### config.mk
export PLATFORM = sky130hd
export DESIGN_NAME = frsnl_sqrt
export DESIGN_NICKNAME = d
export VERILOG_FILES = /design/src/sv/frsnl_sqrt.sv
export SDC_FILE = /design/constraint.sdc
export NUM_CORES = 1
export LEC_CHECK = 0
export BUFFER_PORTS_ARGS = -buffer_cell sky130_fd_sc_hd__buf_4
export CORE_MARGIN = 2
export CORE_UTILIZATION = 40
export CTS_BUF_LIST = sky130_fd_sc_hd__clkbuf_16
export CTS_CLUSTER_SIZE = 28
export DETAILED_ROUTE_END_ITERATION = 6
export MAX_ROUTING_LAYER = met4
export PLACE_DENSITY = 0.53
export SLEW_MARGIN = 20
export SYNTH_ARGS = -nofsm -noshare
export SYNTH_HDL_FRONTEND = slang
export SYNTH_SLANG_ARGS = --single-unit
export TNS_END_PERCENT = 50
### constraint.sdc
create_clock -name aclk -period 3.2 [get_ports aclk]
set_input_delay 0.64 -clock aclk [delete_from_list [all_inputs] [get_ports aclk]]
set_output_delay 0.64 -clock aclk [all_outputs]
set_load 0.01 [all_outputs]
### src/sv/frsnl_sqrt.sv
// Pipelined floor square root, one root bit per stage, with a sideband.
// Fully parameterized; no package use.
module frsnl_sqrt #(
    parameter int IW = 33,
    parameter int RW = 17,
    parameter int SW = 1
) (
    input  logic          aclk,
    input  logic          aresetn,
    input  logic          en,
    input  logic          in_valid,
    input  logic [IW-1:0] val,
    input  logic [SW-1:0] side_in,
    output logic          out_valid,
    output logic [RW-1:0] root,
    output logic [SW-1:0] side_out
);
    localparam int TW = (2 * RW + 1 > IW) ? 2 * RW + 1 : IW;

    logic          valid_reg [RW];
    logic [IW-1:0] rem_reg   [RW];
    logic [RW-1:0] root_reg  [RW];
    logic [SW-1:0] side_reg  [RW];

    for (genvar j = 0; j < RW; j++) begin : g_stage
        localparam int B = RW - 1 - j;
        logic          v_in;
        logic [IW-1:0] r_in;
        logic [RW-1:0] t_in;
        logic [SW-1:0] s_in;
        logic [TW-1:0] trial;
        logic [TW-1:0] rext;
        logic          ge;
        logic [RW-1:0] t_next;

        if (j == 0) begin : g_first
            assign v_in = in_valid;
            assign r_in = val;
            assign t_in = '0;
            assign s_in = side_in;
        end else begin : g_rest
            assign v_in = valid_reg[j-1];
            assign r_in = rem_reg[j-1];
            assign t_in = root_reg[j-1];
            assign s_in = side_reg[j-1];
        end

        // (r + 2^B)^2 - r^2 = r*2^(B+1) + 2^(2B)
        assign trial = (TW'(t_in) << (B + 1)) + (TW'(1) << (2 * B));
        assign rext  = TW'(r_in);
        assign ge    = rext >= trial;

        always_comb begin
            t_next    = t_in;
            t_next[B] = ge;
        end

        always_ff @(posedge aclk) begin
            if (!aresetn) begin
                valid_reg[j] <= 1'b0;
            end else if (en) begin
                valid_reg[j] <= v_in;
            end
        end

        always_ff @(posedge aclk) begin
            if (en) begin
                rem_reg[j]  <= ge ? IW'(rext - trial) : r_in;
                root_reg[j] <= t_next;
                side_reg[j] <= s_in;
            end
        end
    end

    assign out_valid = valid_reg[RW-1];
    assign root      = root_reg[RW-1];
    assign side_out  = side_reg[RW-1];

endmodule

==> flow_metrics.py <==
metrics = {
    "status": {
        "status": "complete, no violations",
    },
    "synth": {
        "yosys.area_share.adder": 0.06322,
        "synthFlopType": "edfxtp_1",
        "synth_compound_area_frac": 0.08484,
        "ys_ff_latch": 715,
        "synth_edf_count": 714,
        "synth_mux_area_frac": 0.008487,
        "synth-xor-area-share": 0.05413,
        "syn_avg_cell_area_um2": 13.21,
        "synth_area_um2": 33170,
        "netlist-cell-type-count": 80,
        "yosysWarnings": 0,
        "synth_fp_nets": 2716,
        "syn-instance-count": 2511,
        "ys_seq_area_frac": 0.6470,
        "synth-simple-area-share": 0.1135,
        "synth_top_family_by_area": "simple AND/OR/NAND/NOR gates",
        "async_flop_share": 0,
    },
    "power": {
        "p_comb_frac": 0.167,
        "p_leak_nw": 14.52,
        "p_switching_mw": 7.254,
        "pwr-share-seq": 0.479,
        "vdd_drop_max_mv": 0.4556,
        "p_int_mw": 19.35,
        "clkPwrFrac": 0.354,
        "power.density_cell_area_nw_per_um2": 697.7,
        "switching_share": 0.2726,
    },
    "cts": {
        "clkSinkCount": 715,
        "cts_max_path_buffers": 3,
        "clk_latency_ps": 640,
        "cts_tree": "done",
        "root_buffer": "clkbuf_16",
        "cts_buffers": 82,
        "htreeDepth": 3,
        "clkSlewWorstSetupHoldPaths_ps": 60,
    },
    "detailed_routing": {
        "ant_nets": 0,
        "drtIter0Drc": 1143,
        "routed_wl_um": 72510,
        "via_per_inst": 5.238,
        "drc": 0,
        "wl_per_cell_um": 19.04,
        "via_count": 19950,
        "firstDrtPassIters": 5,
    },
    "place": {
        "hpwl_um": 53410,
        "io_buffers": 56,
        "preCtsSetupSlack_ps": -18.76,
        "gp_congestion": 0.9058,
    },
    "layout": {
        "nets": 2876,
        "final_common_cell": "edfxtp_1",
        "area_delta_synth_final_pct": 14.98,
        "n_antenna_cell": 0,
        "drive_above_1_share": 0.1048,
        "final_cell_mix": "edfxtp_1, inv_1, ha_1",
        "largest_reg_flops": 528,
    },
    "timing": {
        "final_hold_viol_count": 0,
        "worst_pin_slew_ps": 873.1,
        "setup_ws_ps": 140.6,
        "fin_crit_sh": 0.9561,
        "relSlewSlack": 0.4127,
        "max_freq_ghz": 0.3269,
        "finClkSkew_ps": 36.79,
        "drv_slew": 0,
        "fin_tns_setup_ps": 0,
        "min_period_ps": 3059,
        "setup_viol": 0,
        "fin_hold_ws_ps": 172.3,
    },
    "global_route": {
        "grt_antenna_before_repair": 0,
        "grt_usage": 0.1763,
        "grt_pass1_vias": 20580,
        "grt_overflow": 0,
        "grt_start_max_net_pins": 122,
        "grt_pass1_wl_um": 114600,
    },
    "critical_path": {
        "crit_slowest_cell": "nor4b_1",
        "worstSetupStartpointType": "register",
        "end_kind": "register",
        "path_class": "reg2reg",
        "crit_required_ps": 3540,
        "critPathMaxFanout": 5,
        "worstPathCellList": "inv_1 > ha_1 > nor4b_1 > nand4_1 > a31oi_2 > o221ai_1 > nor4_1 > xor2_1",
        "critical-path-max-stage-delay_ps": 680,
        "worst-r2r-setup-slack_ps": 140,
        "crit_path_start": "rem_reg[0][372]$_DFFE_PP_",
        "arrival_ps": 3400,
        "r2r_start": "rem_reg[0][372]$_DFFE_PP_",
    },
    "worst_hold_path": {
        "hp-class": "in2reg",
        "worst_hold_startpoint": "val[32]",
    },
    "die": {
        "initial_core_util": 0.4040,
        "ios": 57,
        "die_w_um": 292.0,
        "placementRows": 105,
        "core_um2": 82110,
        "die_height_um": 292.0,
        "die_area_um2": 85240,
    },
    "run": {
        "cap_violations": 0,
    },
}
[cells in the mapped netlist (27+ instances only)]
| library cell | count | area [um2] |
|---|---|---|
| a21oi_1 | 128 | 640.6 |
| ha_1 | 166 | 2077 |
| o21a_1 | 33 | 247.7 |
| xor2_1 | 110 | 963.4 |
| xnor2_1 | 95 | 832.1 |
| inv_1 | 204 | 765.7 |
| a21o_1 | 38 | 285.3 |
| nor4_1 | 82 | 513.0 |
| nand2_1 | 135 | 506.7 |
| edfxtp_1 | 714 | 21440 |
| nor3_1 | 77 | 385.4 |
| nand2b_1 | 28 | 175.2 |
| and3_1 | 27 | 168.9 |
| o21ai_0 | 118 | 590.6 |
| nor2_1 | 160 | 600.6 |
| nand3_1 | 40 | 200.2 |
| or3_1 | 27 | 168.9 |
[final cells by class]
class,count,area [um2]
fillers,7227,43970
flip-flops and latches,715,21460
multi-input cells,1552,10830
clock buffers,83,2077
well taps,1070,1339
repair buffers,115,983.4
inverters,205,769.5
clock inverters,68,680.7
[through the flow]
| step | power, mW | instance area [um2] | instances | util |
|---|---|---|---|---|
| 4_1_cts | 26.92 | 38060 | 3806 | 0.4635 |
| 2_1_floorplan | 15.73 | 33170 | 2511 | - |
| 5_1_grt | 27.99 | 38140 | 3808 | 0.4645 |
| 6_report | 26.61 | 38140 | 3808 | 0.4645 |
| 3_3_place_gp | 17.30 | 35300 | 3655 | 0.4299 |
| 3_5_place_dp | 17.37 | 35300 | 3655 | 0.4299 |
[what timing repair did]
item,4_1_cts,5_1_grt
gates cloned,0,0
pin swaps,0,1
hold buffers,0,0
setup buffers,0,2
gates resized for setup,1,13
endpoints found under the setup margin,1,39
[cells by family (layout without fill, tap and decap cells)]
group,Yosys count,after routing
compound gates,444,444
xor+xnor,205,205
fa+ha+maj,167,167
buf+inv,244,471
flops,715,715
mux,26,26
other cells,1,1
simple gates,709,709
[worst max-delay path: cells and delay by family (launching register included)]
kind,cells,cell delay [ps]
AO/OA/AOI/OAI,2,630
adder cells (fa/ha/maj),1,130
flip-flops,1,410
AND/OR/NAND/NOR,3,1370
buffers and inverters,1,100
XOR/XNOR,1,120
[power groups by stage]
stage | sequential, mW | clock, mW | combinational, mW
6_report | 12.7 | 9.41 | 4.45
3_5_place_dp | 12.9 | 0 | 4.43
2_1_floorplan | 12.5 | 0 | 3.20
4_1_cts | 12.8 | 9.70 | 4.47
5_1_grt | 12.9 | 10.1 | 5.01
3_3_place_gp | 12.9 | 0 | 4.37
[metal layers]
| layer | track usage | routed length [um] |
|---|---|---|
| met1 | 0.1990 | 29790 |
| met4 | 0.05746 | 1819 |
| met2 | 0.3210 | 38470 |
| met3 | 0.02420 | 2423 |
| met5 | - | 0 |
[final timing paths]
path                                to  depth (start not counted)
min          root_reg[0][16]$_DFFE_PP_                          1
max reg2reg  rem_reg[0][427]$_DFFE_PP_                          8
min reg2reg     side_reg[15]$_DFFE_PP_                          0
max          rem_reg[0][427]$_DFFE_PP_                          8
Note: power is estimated with default switching activity, not from simulation.
