`config.mk`:
```
export PLATFORM = sky130hd
export DESIGN_NAME = frsnl_mid
export DESIGN_NICKNAME = d
export VERILOG_FILES = /design/src/sv/frsnl_pkg.sv /design/src/sv/frsnl_mid.sv
export SDC_FILE = /design/constraint.sdc
export NUM_CORES = 2
export LEC_CHECK = 0
export ABC_AREA = 1
export BUFFER_PORTS_ARGS = -buffer_cell sky130_fd_sc_hd__buf_4
export CAP_MARGIN = 5
export CORE_MARGIN = 1.5
export CORE_UTILIZATION = 51
export DETAILED_ROUTE_END_ITERATION = 7
export PLACE_DENSITY_LB_ADDON = 0.08
export SYNTH_ARGS = -nofsm -noshare
export SYNTH_HDL_FRONTEND = slang
export SYNTH_SLANG_ARGS = --single-unit
```
`constraint.sdc`:
```
create_clock -name aclk -period 18.3 [get_ports aclk]
set_input_delay 3.66 -clock aclk [delete_from_list [all_inputs] [get_ports aclk]]
set_output_delay 3.66 -clock aclk [all_outputs]
set_load 0.01 [all_outputs]
```
`src/sv/frsnl_pkg.sv`:
```
// Shared types and constants for the fresnel reflectance pipeline.
// No dependencies; imported by frsnl_front, frsnl_mid, frsnl_tail and the top level.
package frsnl_pkg;

    localparam logic [16:0] ONE_Q16 = 17'h10000;
    localparam logic [17:0] TWO_Q16 = 18'h20000;
    localparam logic [15:0] ONE_Q12 = 16'd4096;

    // divider for 1 - sin2T, square root, Fresnel ratio dividers
    localparam int NUM_W  = 64;
    localparam int DEN_W  = 32;
    localparam int QUO_W  = 33;
    localparam int RT_W   = 17;
    localparam int FNUM_W = 51;
    localparam int FDEN_W = 35;
    localparam int RAT_W  = 18;

    typedef struct packed {
        logic [16:0] cmag;
        logic        csign;
        logic [15:0] n1;
        logic [15:0] n2;
        logic        ent;
        logic        tir;
        logic        dega;
    } geom_t;

    typedef struct packed {
        logic ent;
        logic tir;
        logic dega;
        logic dzero;
        logic sat1;
    } flag_t;

    typedef struct packed {
        logic        ent;
        logic        deg;
        logic        tir;
        logic [16:0] refl;
    } res_t;

endpackage

```
`src/sv/frsnl_mid.sv`:
```
// Middle stages: Fresnel numerators and denominators from n1, n2, cosI, cosT,
// magnitudes, saturation and zero checks. Depends on frsnl_pkg.
module frsnl_mid (
    input  logic                       aclk,
    input  logic                       aresetn,
    input  logic                       en,
    input  logic                       in_valid,
    input  frsnl_pkg::geom_t           geom,
    input  logic [frsnl_pkg::RT_W-1:0] cos_t,
    output logic                       out_valid,
    output logic [frsnl_pkg::FNUM_W-1:0] num1,
    output logic [frsnl_pkg::FDEN_W-1:0] den1,
    output logic [frsnl_pkg::FNUM_W-1:0] num2,
    output logic [frsnl_pkg::FDEN_W-1:0] den2,
    output frsnl_pkg::flag_t           flags,
    output logic                       sat2
);
    import frsnl_pkg::*;

    logic               h_valid_reg, i_valid_reg, j_valid_reg;
    logic signed [34:0] h_n1c_reg, h_n2c_reg;
    logic [33:0]        h_n2ct_reg, h_n1ct_reg;
    geom_t              h_geom_reg, i_geom_reg;
    logic signed [35:0] i_d1_reg, i_e1_reg, i_d2_reg, i_e2_reg;
    logic [34:0]        j_a1_reg, j_b1_reg, j_a2_reg, j_b2_reg;
    flag_t              j_flags_reg;
    logic               j_sat2_reg;

    logic signed [17:0] cs;
    logic [34:0]        a1, b1, a2, b2;
    flag_t              j_flags_next;

    always_comb begin
        cs = geom.csign ? -$signed({1'b0, geom.cmag}) : $signed({1'b0, geom.cmag});
    end

    always_comb begin
        a1 = i_e1_reg[35] ? 35'(-i_e1_reg) : 35'(i_e1_reg);
        b1 = i_d1_reg[35] ? 35'(-i_d1_reg) : 35'(i_d1_reg);
        a2 = i_e2_reg[35] ? 35'(-i_e2_reg) : 35'(i_e2_reg);
        b2 = i_d2_reg[35] ? 35'(-i_d2_reg) : 35'(i_d2_reg);
        j_flags_next.ent   = i_geom_reg.ent;
        j_flags_next.tir   = i_geom_reg.tir;
        j_flags_next.dega  = i_geom_reg.dega;
        j_flags_next.dzero = (b1 == 35'd0) || (b2 == 35'd0);
        j_flags_next.sat1  = {1'b0, a1} > {b1, 1'b0};
    end

    always_ff @(posedge aclk) begin
        if (!aresetn) begin
            h_valid_reg <= 1'b0;
            i_valid_reg <= 1'b0;
            j_valid_reg <= 1'b0;
        end else if (en) begin
            h_valid_reg <= in_valid;
            i_valid_reg <= h_valid_reg;
            j_valid_reg <= i_valid_reg;
        end
    end

    always_ff @(posedge aclk) begin
        if (en) begin
            h_n1c_reg   <= 35'(cs) * $signed({19'b0, geom.n1});
            h_n2c_reg   <= 35'(cs) * $signed({19'b0, geom.n2});
            h_n2ct_reg  <= {18'b0, geom.n2} * {17'b0, cos_t};
            h_n1ct_reg  <= {18'b0, geom.n1} * {17'b0, cos_t};
            h_geom_reg  <= geom;

            i_d1_reg    <= 36'(h_n1c_reg) + $signed({2'b0, h_n2ct_reg});
            i_e1_reg    <= 36'(h_n1c_reg) - $signed({2'b0, h_n2ct_reg});
            i_d2_reg    <= 36'(h_n2c_reg) + $signed({2'b0, h_n1ct_reg});
            i_e2_reg    <= 36'(h_n2c_reg) - $signed({2'b0, h_n1ct_reg});
            i_geom_reg  <= h_geom_reg;

            j_a1_reg    <= a1;
            j_b1_reg    <= b1;
            j_a2_reg    <= a2;
            j_b2_reg    <= b2;
            j_flags_reg <= j_flags_next;
            j_sat2_reg  <= {1'b0, a2} > {b2, 1'b0};
        end
    end

    assign out_valid = j_valid_reg;
    assign num1      = {j_a1_reg, 16'b0};
    assign den1      = j_b1_reg;
    assign num2      = {j_a2_reg, 16'b0};
    assign den2      = j_b2_reg;
    assign flags     = j_flags_reg;
    assign sat2      = j_sat2_reg;

endmodule

```
==> out/metrics.yaml <==
synth_fa_ha_area_share_pct: 40.4
path_max_fanout: 34
cp.required_ns: 18.65
overflow: 0
viasPerCell: 5.25
synth_top_family_by_area: "adder cells"
clkSinkCount: 431
post-route-min-period_ns: 10.91
grt_pass1_vias: 54400
h-tree-depth: 2
layout.cells.most_common: "inv_1"
drv_cap: 0
yosys.area.top_type: "fa_1"
rows: 133
worstPathArrival_ns: 11.26
drive_above_1_share_pct: 6.01
cts_buffers: 48
drc: 0
cts-resized-gates: 0
routabilityCongestion: 0.960
cts_setup_buffers: 0
ys.flop_type: "edfxtp_1"
die-area_um2: 136000
synth_top_area_share_pct: 29.5
synth_warnings: 0
design_area_um2: 72400
r2r_end: "sat2"
grt_usage_pct: 29.5
dp_hpwl_mm: 162
setup_violations: 0
clk_path_buf_depth: 3
synth_edf_count: 428
vias: 52400
cts-root-buf: "clkbuf_16"
most-common-layout-cells: "inv_1, nand2_1, fa_1"
cp_slowest_stage_delay_ns: 0.94
ant_nets: 0
synth_cells: 8185
finalSetupTns_ns: 0
setup.worst_path.class: "in -> reg"
routed_wl_mm: 198
synthXorXnorAreaFrac_pct: 4.66
core_um2: 132000
chipHeight_um: 369
fin_skew_ns: 0.0327
layout.nets: 9871
finalMaxSlewViolations: 0
seq_area_frac_synth_pct: 18.9
end_kind: "flip-flop"
initial_core_util_pct: 51.6
grt_max_degree: 158
syn-cell-area_um2: 68200
hold_violations: 0
post_dp_cell_area_um2: 70900
syn_to_final_growth_pct: 6.19
rrSetupSlack_ns: 14.13
synthSimpleGateAreaFrac_pct: 16.0
dr.first_iter.drc_count: 3382
wl_per_cell_um: 19.9
path_delay_family: "adder cells"
min_to: "flags[2]"
synth.area.top_cells: "fa_1, edfxtp_1, ha_1"
critPathSlowestCell: "inv_1"
synth-seq-cells: 431
cts_tree: "built"
grt_pass1_wl_mm: 308
worstHoldStart: "i_geom_reg[0]"
rsz0062_at_grt: "false"
worst_slew_pin_slew_ns: 1.13
finalCritPeriodShare_pct: 59.6
r2r_cells: 25
path_clk_slew_ns: 0.06
cp-startpoint: "geom[36]"
cts_hold_buf: 0
reg2reg_from: "i_d2_reg[0]"
die-width_um: 369
hp-class: "reg -> reg"
synth_async_sr_flop_share_pct: 0
clk_latency_ns: 0.62
path_buf_inv: 8
timing.fmax_ghz: 0.0916
avgSynthCellArea_um2: 8.33
synth_compound_area_share_pct: 6.56
ys_types: 67
status: "completed"
slew_headroom_pct: 24.3
critPathLaunchType: "input pin"
firstDrtPassIters: 6
portBuffers: 220
synthMuxAreaShare_pct: 0
antenna_found_initial: 4
ios: 253
min_path_cells: 0
==> layout make-up <==
| cell class | instances | area [um2] |
|---|---|---|
| fill | 12600 | 59700 |
| multi-input combinational | 5432 | 46300 |
| sequential | 431 | 12900 |
| inverter | 2046 | 7680 |
| tap | 1755 | 2200 |
| timing repair buffer | 237 | 1800 |
| clock buffer | 59 | 1260 |
| clock inverter | 29 | 272 |
| antenna | 1 | 2.50 |
==> worst max-delay path by stage <==
| stage | end | slack (ns) | cells past startpoint |
|---|---|---|---|
| floorplan | h_n1c_reg[31] | 8.19 | 34 |
| global placement | h_n2c_reg[32] | 6.88 | 32 |
| detailed placement | h_n2c_reg[34] | 6.79 | 32 |
| CTS | h_n2c_reg[34] | 7.44 | 32 |
| global route | h_n2c_reg[34] | 6.91 | 31 |
| finish | h_n2c_reg[34] | 7.39 | 32 |
==> routing by layer <==
layer / GRT usage (%) / wire length [um]
met3: 3.56 / 12200
met5: 0 / 27
met1: 39.8 / 86200
met4: 9.73 / 7290
met2: 49.6 / 92700
==> synthesized netlist by cell type, drive strengths merged, types with 10 or more instances <==
cell type	n
nor2	743
a21boi	11
nand3	168
inv	2036
nand4	53
o21a	21
o31ai	15
o211ai	22
o21bai	17
a31oi	20
clkinv	10
edfxtp	428
fa	1006
nor3	68
or2	15
o21ai	243
clkbuf	189
nand3b	14
nand2	1578
ha	595
a21o	27
buf	118
xnor2	85
xor2	276
nor4	24
a21oi	362
==> worst reg2reg max path: stages, from the launching register on <==
cell      delay (ns)
edfxtp_1        0.49
inv_2           0.18
nand3_2         0.11
nor3_2          0.19
inv_2           0.08
nor2_2          0.15
nand2_2         0.10
nor3_4          0.22
nand2_1         0.16
o21ai_1         0.28
xnor2_1         0.24
ha_1            0.31
nand2_1         0.12
nor2_1          0.07
nand2_1         0.12
a21oi_1         0.08
nand2_1         0.10
nand3_1         0.08
o21ai_0         0.32
nand2_1         0.13
nand2_1         0.08
nand2_1         0.05
nand2_1         0.06
nand2_1         0.05
nand2_1         0.05
a21oi_1         0.07
==> cells by family after synthesis <==
kind of cell,after synthesis
other,1
adder cells (fa/ha/maj),1601
flip-flops,431
XOR/XNOR,361
AO/OA/AOI/OAI,769
AND/OR/NAND/NOR,2669
buffers and inverters,2353
==> stage by stage <==
| step | setup WS (ns) | util [%] | hold slack, ns | std cells |
|---|---|---|---|---|
| floorplan | 8.19 | - | 0.400 | 8216 |
| global placement | 6.88 | 53.7 | 0.401 | 9901 |
| detailed placement | 6.79 | 53.7 | 0.405 | 9901 |
| CTS | 7.44 | 54.8 | 0.420 | 9989 |
| global route | 6.91 | 54.8 | 0.427 | 9989 |
| finish | 7.39 | 54.8 | 0.420 | 9990 |
Power is left out: the tool's default activity adds up to more than one toggle a clock period on the data nets, which glitch-free logic cannot reach.
