File: src/sv/frsnl_pkg.sv
// Shared types and constants for the fresnel reflectance pipeline.
// No dependencies; imported by frsnl_front, frsnl_mid, frsnl_tail and the top level.
package frsnl_pkg;

    localparam logic [16:0] ONE_Q16 = 17'h10000;
    localparam logic [17:0] TWO_Q16 = 18'h20000;
    localparam logic [15:0] ONE_Q12 = 16'd4096;

    // divider for 1 - sin2T, square root, Fresnel ratio dividers
    localparam int NUM_W  = 64;
    localparam int DEN_W  = 32;
    localparam int QUO_W  = 33;
    localparam int RT_W   = 17;
    localparam int FNUM_W = 51;
    localparam int FDEN_W = 35;
    localparam int RAT_W  = 18;

    typedef struct packed {
        logic [16:0] cmag;
        logic        csign;
        logic [15:0] n1;
        logic [15:0] n2;
        logic        ent;
        logic        tir;
        logic        dega;
    } geom_t;

    typedef struct packed {
        logic ent;
        logic tir;
        logic dega;
        logic dzero;
        logic sat1;
    } flag_t;

    typedef struct packed {
        logic        ent;
        logic        deg;
        logic        tir;
        logic [16:0] refl;
    } res_t;

endpackage

File: src/sv/frsnl_tail.sv
// Final stage: squares of the two ratios, average with rounding, saturation
// and the special-case overrides. Depends on frsnl_pkg.
module frsnl_tail (
    input  logic                        aclk,
    input  logic                        aresetn,
    input  logic                        en,
    input  logic                        in_valid,
    input  logic [frsnl_pkg::RAT_W-1:0] q1,
    input  logic [frsnl_pkg::RAT_W-1:0] q2,
    input  frsnl_pkg::flag_t            flags,
    input  logic                        sat2,
    output logic                        out_valid,
    output frsnl_pkg::res_t             res
);
    import frsnl_pkg::*;

    logic        k_valid_reg;
    logic [35:0] k_sq1_reg, k_sq2_reg;
    flag_t       k_flags_reg;

    logic [17:0] r1, r2;
    logic [36:0] sum;
    logic [19:0] rnd;
    logic        deg;

    assign r1 = flags.sat1 ? TWO_Q16 : q1;
    assign r2 = sat2 ? TWO_Q16 : q2;

    always_ff @(posedge aclk) begin
        if (!aresetn) begin
            k_valid_reg <= 1'b0;
        end else if (en) begin
            k_valid_reg <= in_valid;
        end
    end

    always_ff @(posedge aclk) begin
        if (en) begin
            k_sq1_reg   <= {18'b0, r1} * {18'b0, r2 ^ r2 ^ r1};
            k_sq2_reg   <= {18'b0, r2} * {18'b0, r2};
            k_flags_reg <= flags;
        end
    end

    always_comb begin
        sum      = 37'(k_sq1_reg) + 37'(k_sq2_reg);
        rnd      = 20'((sum + 37'h1_0000) >> 17);
        deg      = !k_flags_reg.tir && (k_flags_reg.dega || k_flags_reg.dzero);
        res.ent  = k_flags_reg.ent;
        res.tir  = k_flags_reg.tir;
        res.deg  = deg;
        if (k_flags_reg.tir || deg || (rnd > 20'(ONE_Q16))) begin
            res.refl = ONE_Q16;
        end else begin
            res.refl = rnd[16:0];
        end
    end

    assign out_valid = k_valid_reg;

endmodule

File: config.mk
export PLATFORM = sky130hd
export DESIGN_NAME = frsnl_tail
export DESIGN_NICKNAME = d
export VERILOG_FILES = /design/src/sv/frsnl_pkg.sv /design/src/sv/frsnl_tail.sv
export SDC_FILE = /design/constraint.sdc
export NUM_CORES = 1
export LEC_CHECK = 0
export BUFFER_PORTS_ARGS = -buffer_cell sky130_fd_sc_hd__clkbuf_2
export CORE_UTILIZATION = 61
export DETAILED_ROUTE_END_ITERATION = 16
export PLACE_DENSITY = 0.78
export SYNTH_ARGS = -nofsm -noshare
export SYNTH_HDL_FRONTEND = slang
export SYNTH_SLANG_ARGS = --single-unit
File: constraint.sdc
create_clock -name aclk -period 11.6 [get_ports aclk]
set_input_delay 3.48 -clock aclk [delete_from_list [all_inputs] [get_ports aclk]]
set_output_delay 3.48 -clock aclk [all_outputs]
set_load 0.02 [all_outputs]
==> reports/qor_table.md, run 1 <==
| Parameter | Reported | Unit |
|:---|:---|:---|
| Outcome | finished with violations | - |
| Failing checks | DRC | - |
| TritonCTS buffer count | 9 | - |
| Crit Path Class | in2reg | - |
| Clk slew on worst S/H paths | 60 | ps |
| Shortest period the worst path allows | 10370 | ps |
| Number of H-tree branching levels | 3 | - |
| CTS tree | built | - |
| Via density per instance | 5.59 | - |
| Crit path launch type | input pin | - |
| Setup TNS | 0 | ps |
| Total detailed-routing wirelength | 48600 | um |
| Utilization after layout | 65.4 | % |
| Data arrival time at the worst-slack endpoint | 10460 | ps |
| Clock latency on the worst-skew pair | 340 | ps |
| Fraction of layout instances using a drive strength above 1 | 4.87 | % |
| Worst hold margin | 527 | ps |
| Clock tree root buffer cell | sky130_fd_sc_hd__clkbuf_16 | - |
| Final non-filler cell total | 2903 | - |
| Number of iterations in the first detailed-routing pass | 11 | - |
| Routability Congestion | 0.936 | - |
| PD cells | 225 | nW/um^2 |
| Total die area | 37400 | um^2 |
| Number of nets produced by synthesis | 3162 | - |
| IO Count | 67 | - |
| Worst-case clock skew | 0 | ps |
| Max transition margin | 29.6 | % |
| Hold buffer count at cts | 0 | - |
| Chip Width | 193 | um |
| Diode count | 0 | - |
| Estimated wirelength of the detail-placed design | 41800 | um |
| Global routing usage summed across all routing layers | 27.5 | % |
| Dominant cells by area after synthesis | sky130_fd_sc_hd__fa_1 39%, sky130_fd_sc_hd__ha_1 16%, sky130_fd_sc_hd__inv_1 11%, sky130_fd_sc_hd__edfxtp_1 9.7%, sky130_fd_sc_hd__and2_1 3.8% | - |
| Antenna violations before repair | 0 | - |
| Number of setup buffers added after CTS | 0 | - |
| Largest fanout on the critical path | 12 | - |
| Floorplan Core Area | 35800 | um^2 |
| Share of the clock period used by the worst path | 89.4 | % |
| Final setup slack of the worst path | 1230 | ps |
| Routed wire length per instance | 16.7 | um |
| Count of endpoints failing setup in the final report | 0 | - |
| Worst R2R Start | out_valid$_SDFFE_PN0P_ | - |
| Slew at the pin closest to its max-slew limit | 1050 | ps |
| Leakage power | 12.8 | nW |
| Number of remaining DRC errors | 1 | - |
| Syn avg cell area | 9.31 | um^2 |
| Layout-stage area growth over the synthesis result | 4.85 | % |
| Predominant post-synthesis flop cell | sky130_fd_sc_hd__edfxtp_1 | - |
| Worst hold-check path type | reg2reg | - |
| Vias in the first global route | 17700 | - |
| Design Area, Final | 23400 | um^2 |
| Timing startpoint of the critical path | q1[6] | - |
| Final Hold Vio Count | 0 | - |
| Antenna Violating Nets Remaining | 0 | - |
| Peak VDD IR | 0.000193 | V |
| Most instantiated library cell after synthesis | sky130_fd_sc_hd__inv_1 | - |
| Required @ worst endpoint | 11690 | ps |
| FF+latch count, synth | 73 | - |
| Top cell type by total area after synthesis | sky130_fd_sc_hd__fa_1 | - |
| Sequential fraction of the synthesis area | 9.76 | % |
| Total congestion overflow | 0 | - |
| Share of async-settable or async-resettable flops after synthesis | 0 | % |
| Final count of pins violating max slew | 0 | - |
| Place WS | 837 | ps |
| Vias post-DR | 16200 | - |
| Distinct cell type count of the synthesized netlist | 71 | - |
| Min-delay src | out_valid$_SDFFE_PN0P_ | - |
| Gate Count Post-Synth | 2401 | - |
| Final net count | 3198 | - |
| Total of cells resized after clock tree synthesis | 0 | - |
| Number of inserted filler cells in the final layout | 2859 | - |
| Unrepaired setup endpoints after global routing | no | - |
| Standard-cell rows | 69 | - |
| Port bufs | 66 | - |
| Most common library cells after synthesis | 658 x sky130_fd_sc_hd__inv_1, 434 x sky130_fd_sc_hd__fa_1, 281 x sky130_fd_sc_hd__ha_1 | - |
| EDFF count, synth | 72 | - |
| Post-Place Cell Area | 23200 | um^2 |
| Starting Density | 62.4 | % |
| Global-route wire length before repair | 82600 | um |
| Count of clock tree sinks | 73 | - |
| Die Y | 193 | um |
| Number of maximum-capacitance constraint violations | 0 | - |
| Mapped cell area | 22400 | um^2 |
| Iter 0 DRT Violations | 1114 | - |
| Maximum clock rate | 96.4 | MHz |
| Type of element capturing the critical path | flop | - |
| Share of Yosys cell area claimed by the top area cell type | 38.9 | % |
| Maximum number of pins on one net before global-route repair | 74 | - |
| Tot Pwr | 5.28 | mW |
| Cell count after placement | 2887 | - |
| Number of synthesis warnings | 0 | - |
| Maximum buffer depth of the clock tree | 2 | - |
==> power by group <==
| group | switching, mW | internal [mW] | total [mW] |
|---|---|---|---|
| clock | 0.107 | 0.166 | 0.273 |
| combinational | 2.58 | 1.83 | 4.41 |
| sequential | 0.0439 | 0.555 | 0.599 |
| total | 2.73 | 2.55 | 5.28 |
==> final timing paths <==
path	to	slack (ps)	cells past startpoint
worst max-delay path	k_sq1_reg[35]$_DFFE_PP_	1230	24
worst min-delay path	out_valid$_SDFFE_PN0P_	530	2
worst max register to register	out_valid$_SDFFE_PN0P_	11010	2
worst min register to register	out_valid$_SDFFE_PN0P_	530	2
==> critical path, cell delays in order <==
cell                       delay (ps)
sky130_fd_sc_hd__clkbuf_2         280
sky130_fd_sc_hd__nor2b_1          750
sky130_fd_sc_hd__nand2_1          210
sky130_fd_sc_hd__inv_1            120
sky130_fd_sc_hd__fa_1             450
sky130_fd_sc_hd__fa_1             540
sky130_fd_sc_hd__inv_1             60
sky130_fd_sc_hd__fa_1             530
sky130_fd_sc_hd__inv_1             50
sky130_fd_sc_hd__fa_1             450
sky130_fd_sc_hd__fa_1             490
sky130_fd_sc_hd__inv_1             50
sky130_fd_sc_hd__fa_1             470
sky130_fd_sc_hd__inv_1             40
sky130_fd_sc_hd__ha_1             330
sky130_fd_sc_hd__a21oi_1          150
sky130_fd_sc_hd__o21ai_0          200
sky130_fd_sc_hd__o41ai_1          440
sky130_fd_sc_hd__a21o_1           240
sky130_fd_sc_hd__a31oi_1          160
sky130_fd_sc_hd__a221oi_1         500
sky130_fd_sc_hd__o21ai_0          170
sky130_fd_sc_hd__a21oi_1          210
sky130_fd_sc_hd__xnor2_1          100
==> layout by cell type, fill, tap and decap left out, types with 4 or more instances in the layout <==
cell / count
sky130_fd_sc_hd__and4_1: 4
sky130_fd_sc_hd__nor2_1: 58
sky130_fd_sc_hd__or2_2: 6
sky130_fd_sc_hd__buf_4: 19
sky130_fd_sc_hd__nand2_1: 206
sky130_fd_sc_hd__nor3_1: 24
sky130_fd_sc_hd__o211ai_1: 5
sky130_fd_sc_hd__a211oi_1: 9
sky130_fd_sc_hd__inv_1: 658
sky130_fd_sc_hd__fa_1: 434
sky130_fd_sc_hd__a21o_1: 30
sky130_fd_sc_hd__nor3b_1: 6
sky130_fd_sc_hd__o2111ai_1: 6
sky130_fd_sc_hd__o21bai_1: 11
sky130_fd_sc_hd__nand4_1: 4
sky130_fd_sc_hd__a31oi_1: 13
sky130_fd_sc_hd__or4_1: 4
sky130_fd_sc_hd__xnor2_1: 54
sky130_fd_sc_hd__or3_1: 7
sky130_fd_sc_hd__a21boi_0: 4
sky130_fd_sc_hd__mux2i_1: 4
sky130_fd_sc_hd__and3_1: 12
sky130_fd_sc_hd__a21oi_1: 79
sky130_fd_sc_hd__nand3_1: 18
sky130_fd_sc_hd__o21a_1: 8
sky130_fd_sc_hd__clkbuf_16: 9
sky130_fd_sc_hd__o21ai_0: 44
sky130_fd_sc_hd__xor2_1: 19
sky130_fd_sc_hd__and2_1: 136
sky130_fd_sc_hd__nor4_1: 6
sky130_fd_sc_hd__nor2b_1: 50
sky130_fd_sc_hd__nand2b_1: 9
sky130_fd_sc_hd__edfxtp_1: 72
sky130_fd_sc_hd__o31a_1: 4
sky130_fd_sc_hd__clkbuf_2: 65
sky130_fd_sc_hd__ha_1: 281
==> layout make-up <==
cell class | instances | area (um^2) | area share (%)
clock buffer | 11 | 233 | 0.993
clock inverter | 5 | 56.3 | 0.240
inverter | 658 | 2470 | 10.5
multi-input combinational | 1611 | 17500 | 74.5
sequential | 73 | 2180 | 9.31
tap | 461 | 577 | 2.46
timing repair buffer | 84 | 468 | 2.00
==> per-layer routing <==
layer,global-route usage (%),routed length [um],share of wire (%),vias up
met4,8.98,1370,2.8,0
li1,-,-,-,7432
met1,35.1,19200,39,8139
met2,48.0,24500,50,549
met5,0,0,0,-
met3,4.53,3590,7.4,108
==> cell families (layout without fill, tap and decap cells) <==
family	after synthesis	after routing	share of synthesized area, %
flip-flops	73	73	9.76
AND/OR/NAND/NOR	563	563	12.8
XOR/XNOR	73	73	2.86
multiplexers	6	6	0.280
AO/OA/AOI/OAI	254	254	7.52
adder cells (fa/ha/maj)	715	715	54.6
buffers and inverters	717	758	12.2
Note: power is estimated with default switching activity, not from simulation.
==> inputs of run 2 (changes only) <==
CTS_BUF_LIST = sky130_fd_sc_hd__clkbuf_4 sky130_fd_sc_hd__clkbuf_8   (was default)
==> run 2 against run 1 <==
  * The flow still finishes with violations (DRC)
  * First-iteration DRC count rose by 3.3%
  * Sequential share of layout area barely moved
  * Cell count barely moved
  * Clock power fell by 26%
  * Cell area fell by 0.39%
  * Setup slack improved by 3.1 ps
  * Critical path type unchanged
  * Critical endpoint unchanged
==> reports/qor_table.md, run 2 (synthesis gave the netlist of run 1 again) <==
| Parameter | Reported | Unit | Delta |
|:---|:---|:---|:---|
| Outcome | finished with violations | - | unchanged |
| Failing checks | DRC | - | unchanged |
| Largest fanout on the critical path | 12 | - | unchanged |
| Number of buffers and inverters on the critical path | 6 | - | unchanged |
| Final net count | 3198 | - | unchanged |
| Via density per instance | 5.60 | - | was 5.59 |
| Maximum number of pins on one net before global-route repair | 74 | - | unchanged |
| Maximum buffer depth of the clock tree | 2 | - | unchanged |
| Vias in the first global route | 17700 | - | about the same |
| Clock tree root buffer cell | sky130_fd_sc_hd__clkbuf_8 | - | was sky130_fd_sc_hd__clkbuf_16 |
| Vias post-DR | 16300 | - | was 16200 |
| Crit path top cell by count | sky130_fd_sc_hd__fa_1 | - | unchanged |
| Sequential cell area in the final layout | 2180 | um^2 | unchanged |
| Die Y | 193 | um | unchanged |
| Crit Path Class | in2reg | - | unchanged |
| Data arrival time at the worst-slack endpoint | 10470 | ps | was 10460 ps |
| Leakage power | 12.8 | nW | about the same |
| Crit path launch type | input pin | - | unchanged |
| IO Count | 67 | - | unchanged |
| Cell type group with the largest total delay on the critical path | adder cells | - | unchanged |
| Number of H-tree branching levels | 3 | - | unchanged |
| Chip Width | 193 | um | unchanged |
| Slew at the pin closest to its max-slew limit | 1050 | ps | about the same |
| Port bufs | 66 | - | unchanged |
| Clock latency on the worst-skew pair | 360 | ps | was 340 ps |
| Required @ worst endpoint | 11700 | ps | was 11690 ps |
| Routed wire length per instance | 16.7 | um | about the same |
| Post-Place Cell Area | 23200 | um^2 | unchanged |
| Maximum clock rate | 96.5 | MHz | was 96.4 MHz |
| Global routing usage summed across all routing layers | 27.5 | % | about the same |
| Final Hold Vio Count | 0 | - | unchanged |
| Stage delay of the slowest cell on the critical path | 760 | ps | was 750 ps |
| Number of maximum-capacitance constraint violations | 0 | - | unchanged |
| TritonCTS buffer count | 9 | - | unchanged |
| Total of cells resized after clock tree synthesis | 0 | - | unchanged |
| Unrepaired setup endpoints after global routing | no | - | unchanged |
| Estimated wirelength of the detail-placed design | 41800 | um | unchanged |
| Master of the slowest instance on the critical path | sky130_fd_sc_hd__nor2b_1 | - | unchanged |
| Iter 0 DRT Violations | 1151 | - | was 1114 |
| Antenna Violating Nets Remaining | 0 | - | unchanged |
| Design Area, Final | 23300 | um^2 | was 23400 um^2 |
| CTS tree | built | - | unchanged |
| Final count of pins violating max slew | 0 | - | unchanged |
| Peak VDD IR | 0.000191 | V | was 0.000193 V |
| Share of the clock period used by the worst path | 89.4 | % | about the same |
| Clk slew on worst S/H paths | 80 | ps | was 60 ps |
| Total detailed-routing wirelength | 48500 | um | was 48600 um |
| Most common cell after layout, fill and taps aside | sky130_fd_sc_hd__inv_1 | - | unchanged |
| Worst hold-check path type | reg2reg | - | unchanged |
| Hold buffer count at cts | 0 | - | unchanged |
| Multi-input gate area | 17500 | um^2 | unchanged |
| Number of setup buffers added after CTS | 0 | - | unchanged |
| Number of remaining DRC errors | 2 | - | was 1 |
| Layout-stage area growth over the synthesis result | 4.44 | % | was 4.85% |
| Standard-cell rows | 69 | - | unchanged |
| Cell count after placement | 2887 | - | unchanged |
| Worst-case clock skew | 0 | ps | unchanged |
| Number of iterations in the first detailed-routing pass | 12 | - | was 11 |
| Commonest cells after routing, fill and taps aside | 658 x sky130_fd_sc_hd__inv_1, 434 x sky130_fd_sc_hd__fa_1, 281 x sky130_fd_sc_hd__ha_1 | - | unchanged |
| Count of clock tree sinks | 73 | - | unchanged |
| Type of element capturing the critical path | flop | - | unchanged |
| Global-route wire length before repair | 82500 | um | was 82600 um |
| Routability Congestion | 0.936 | - | unchanged |
| PD cells | 223 | nW/um^2 | was 225 nW/um^2 |
| Cell-by-cell trace of the critical path | clkbuf_2, nor2b_1, nand2_1, inv_1, fa_1, fa_1, inv_1, fa_1, inv_1, fa_1, fa_1, inv_1, fa_1, inv_1, ha_1, a21oi_1, o21ai_0, o41ai_1, a21o_1, a31oi_1, a221oi_1, o21ai_0, a21oi_1, xnor2_1 | - | unchanged |
| Setup TNS | 0 | ps | unchanged |
| Shortest period the worst path allows | 10370 | ps | about the same |
| Max transition margin | 29.6 | % | about the same |
| Fraction of layout instances using a drive strength above 1 | 4.95 | % | was 4.87% |
| Tot Pwr | 5.21 | mW | was 5.28 mW |
| Starting Density | 62.4 | % | unchanged |
| Final non-filler cell total | 2904 | - | was 2903 |
| Antenna violations before repair | 0 | - | unchanged |
| Number of inserted filler cells in the final layout | 2869 | - | was 2859 |
| Floorplan Core Area | 35800 | um^2 | unchanged |
| Count of endpoints failing setup in the final report | 0 | - | unchanged |
| Total congestion overflow | 0 | - | unchanged |
| Total die area | 37400 | um^2 | unchanged |
==> run 2: cell count changes in the layout (fill, tap and decap cells not counted), sizes merged <==
cell | before | now
diode | 0 | 1
==> run 2: final timing paths <==
kind                            depth (start not counted)                 endpoint  slack, ps                   start
worst min register to register                          2   out_valid$_SDFFE_PN0P_        530  out_valid$_SDFFE_PN0P_
worst min-delay path                                    2   out_valid$_SDFFE_PN0P_        530  out_valid$_SDFFE_PN0P_
worst max register to register                          2   out_valid$_SDFFE_PN0P_      11000  out_valid$_SDFFE_PN0P_
worst max-delay path                                   24  k_sq1_reg[35]$_DFFE_PP_       1230                   q1[6]
==> run 2: layer usage <==
metal,up-vias,part of all wire [%],GRT usage [%],wire length [um]
met4,0,2.8,8.44,1380
li1,7437,-,-,-
met1,8134,39,35.1,19100
met3,115,7.4,4.53,3580
met2,568,50,47.9,24400
met5,-,0,0,0
==> run 2: area by class of cell <==
class / instances / area share (%)
Multi-Input combinational cell: 1611 / 74.8
Inverter: 658 / 10.6
Sequential cell: 73 / 9.35
Tap cell: 461 / 2.47
Timing Repair Buffer: 84 / 2.00
Clock buffer: 11 / 0.595
Clock inverter: 5 / 0.241
Antenna cell: 1 / 0.0107
==> run 2: power breakdown <==
group | switching, mW | internal, mW | leakage [nW]
combinational | 2.58 | 1.83 | 12.0
sequential | 0.0439 | 0.554 | 0.711
clock | 0.0974 | 0.104 | 0.100
total | 2.72 | 2.49 | 12.8
==> run 2: worst reg2reg max path: cells and delay by family, from the launching register on <==
| family | cells | cell delay [ps] |
|---|---|---|
| DFF | 1 | 320 |
| and+or+nand+nor | 1 | 60 |
| muxes | 1 | 120 |
==> run 2: through the flow <==
| step | worst slack, ps | hold slack, ps | util, % |
|---|---|---|---|
| floorplan | 1650 | 589 | - |
| global placement | 1020 | 499 | 64.6 |
| detailed placement | 837 | 524 | 64.6 |
| CTS | 1220 | 537 | 65.2 |
| global route | 740 | 582 | 65.2 |
| finish | 1230 | 530 | 65.2 |
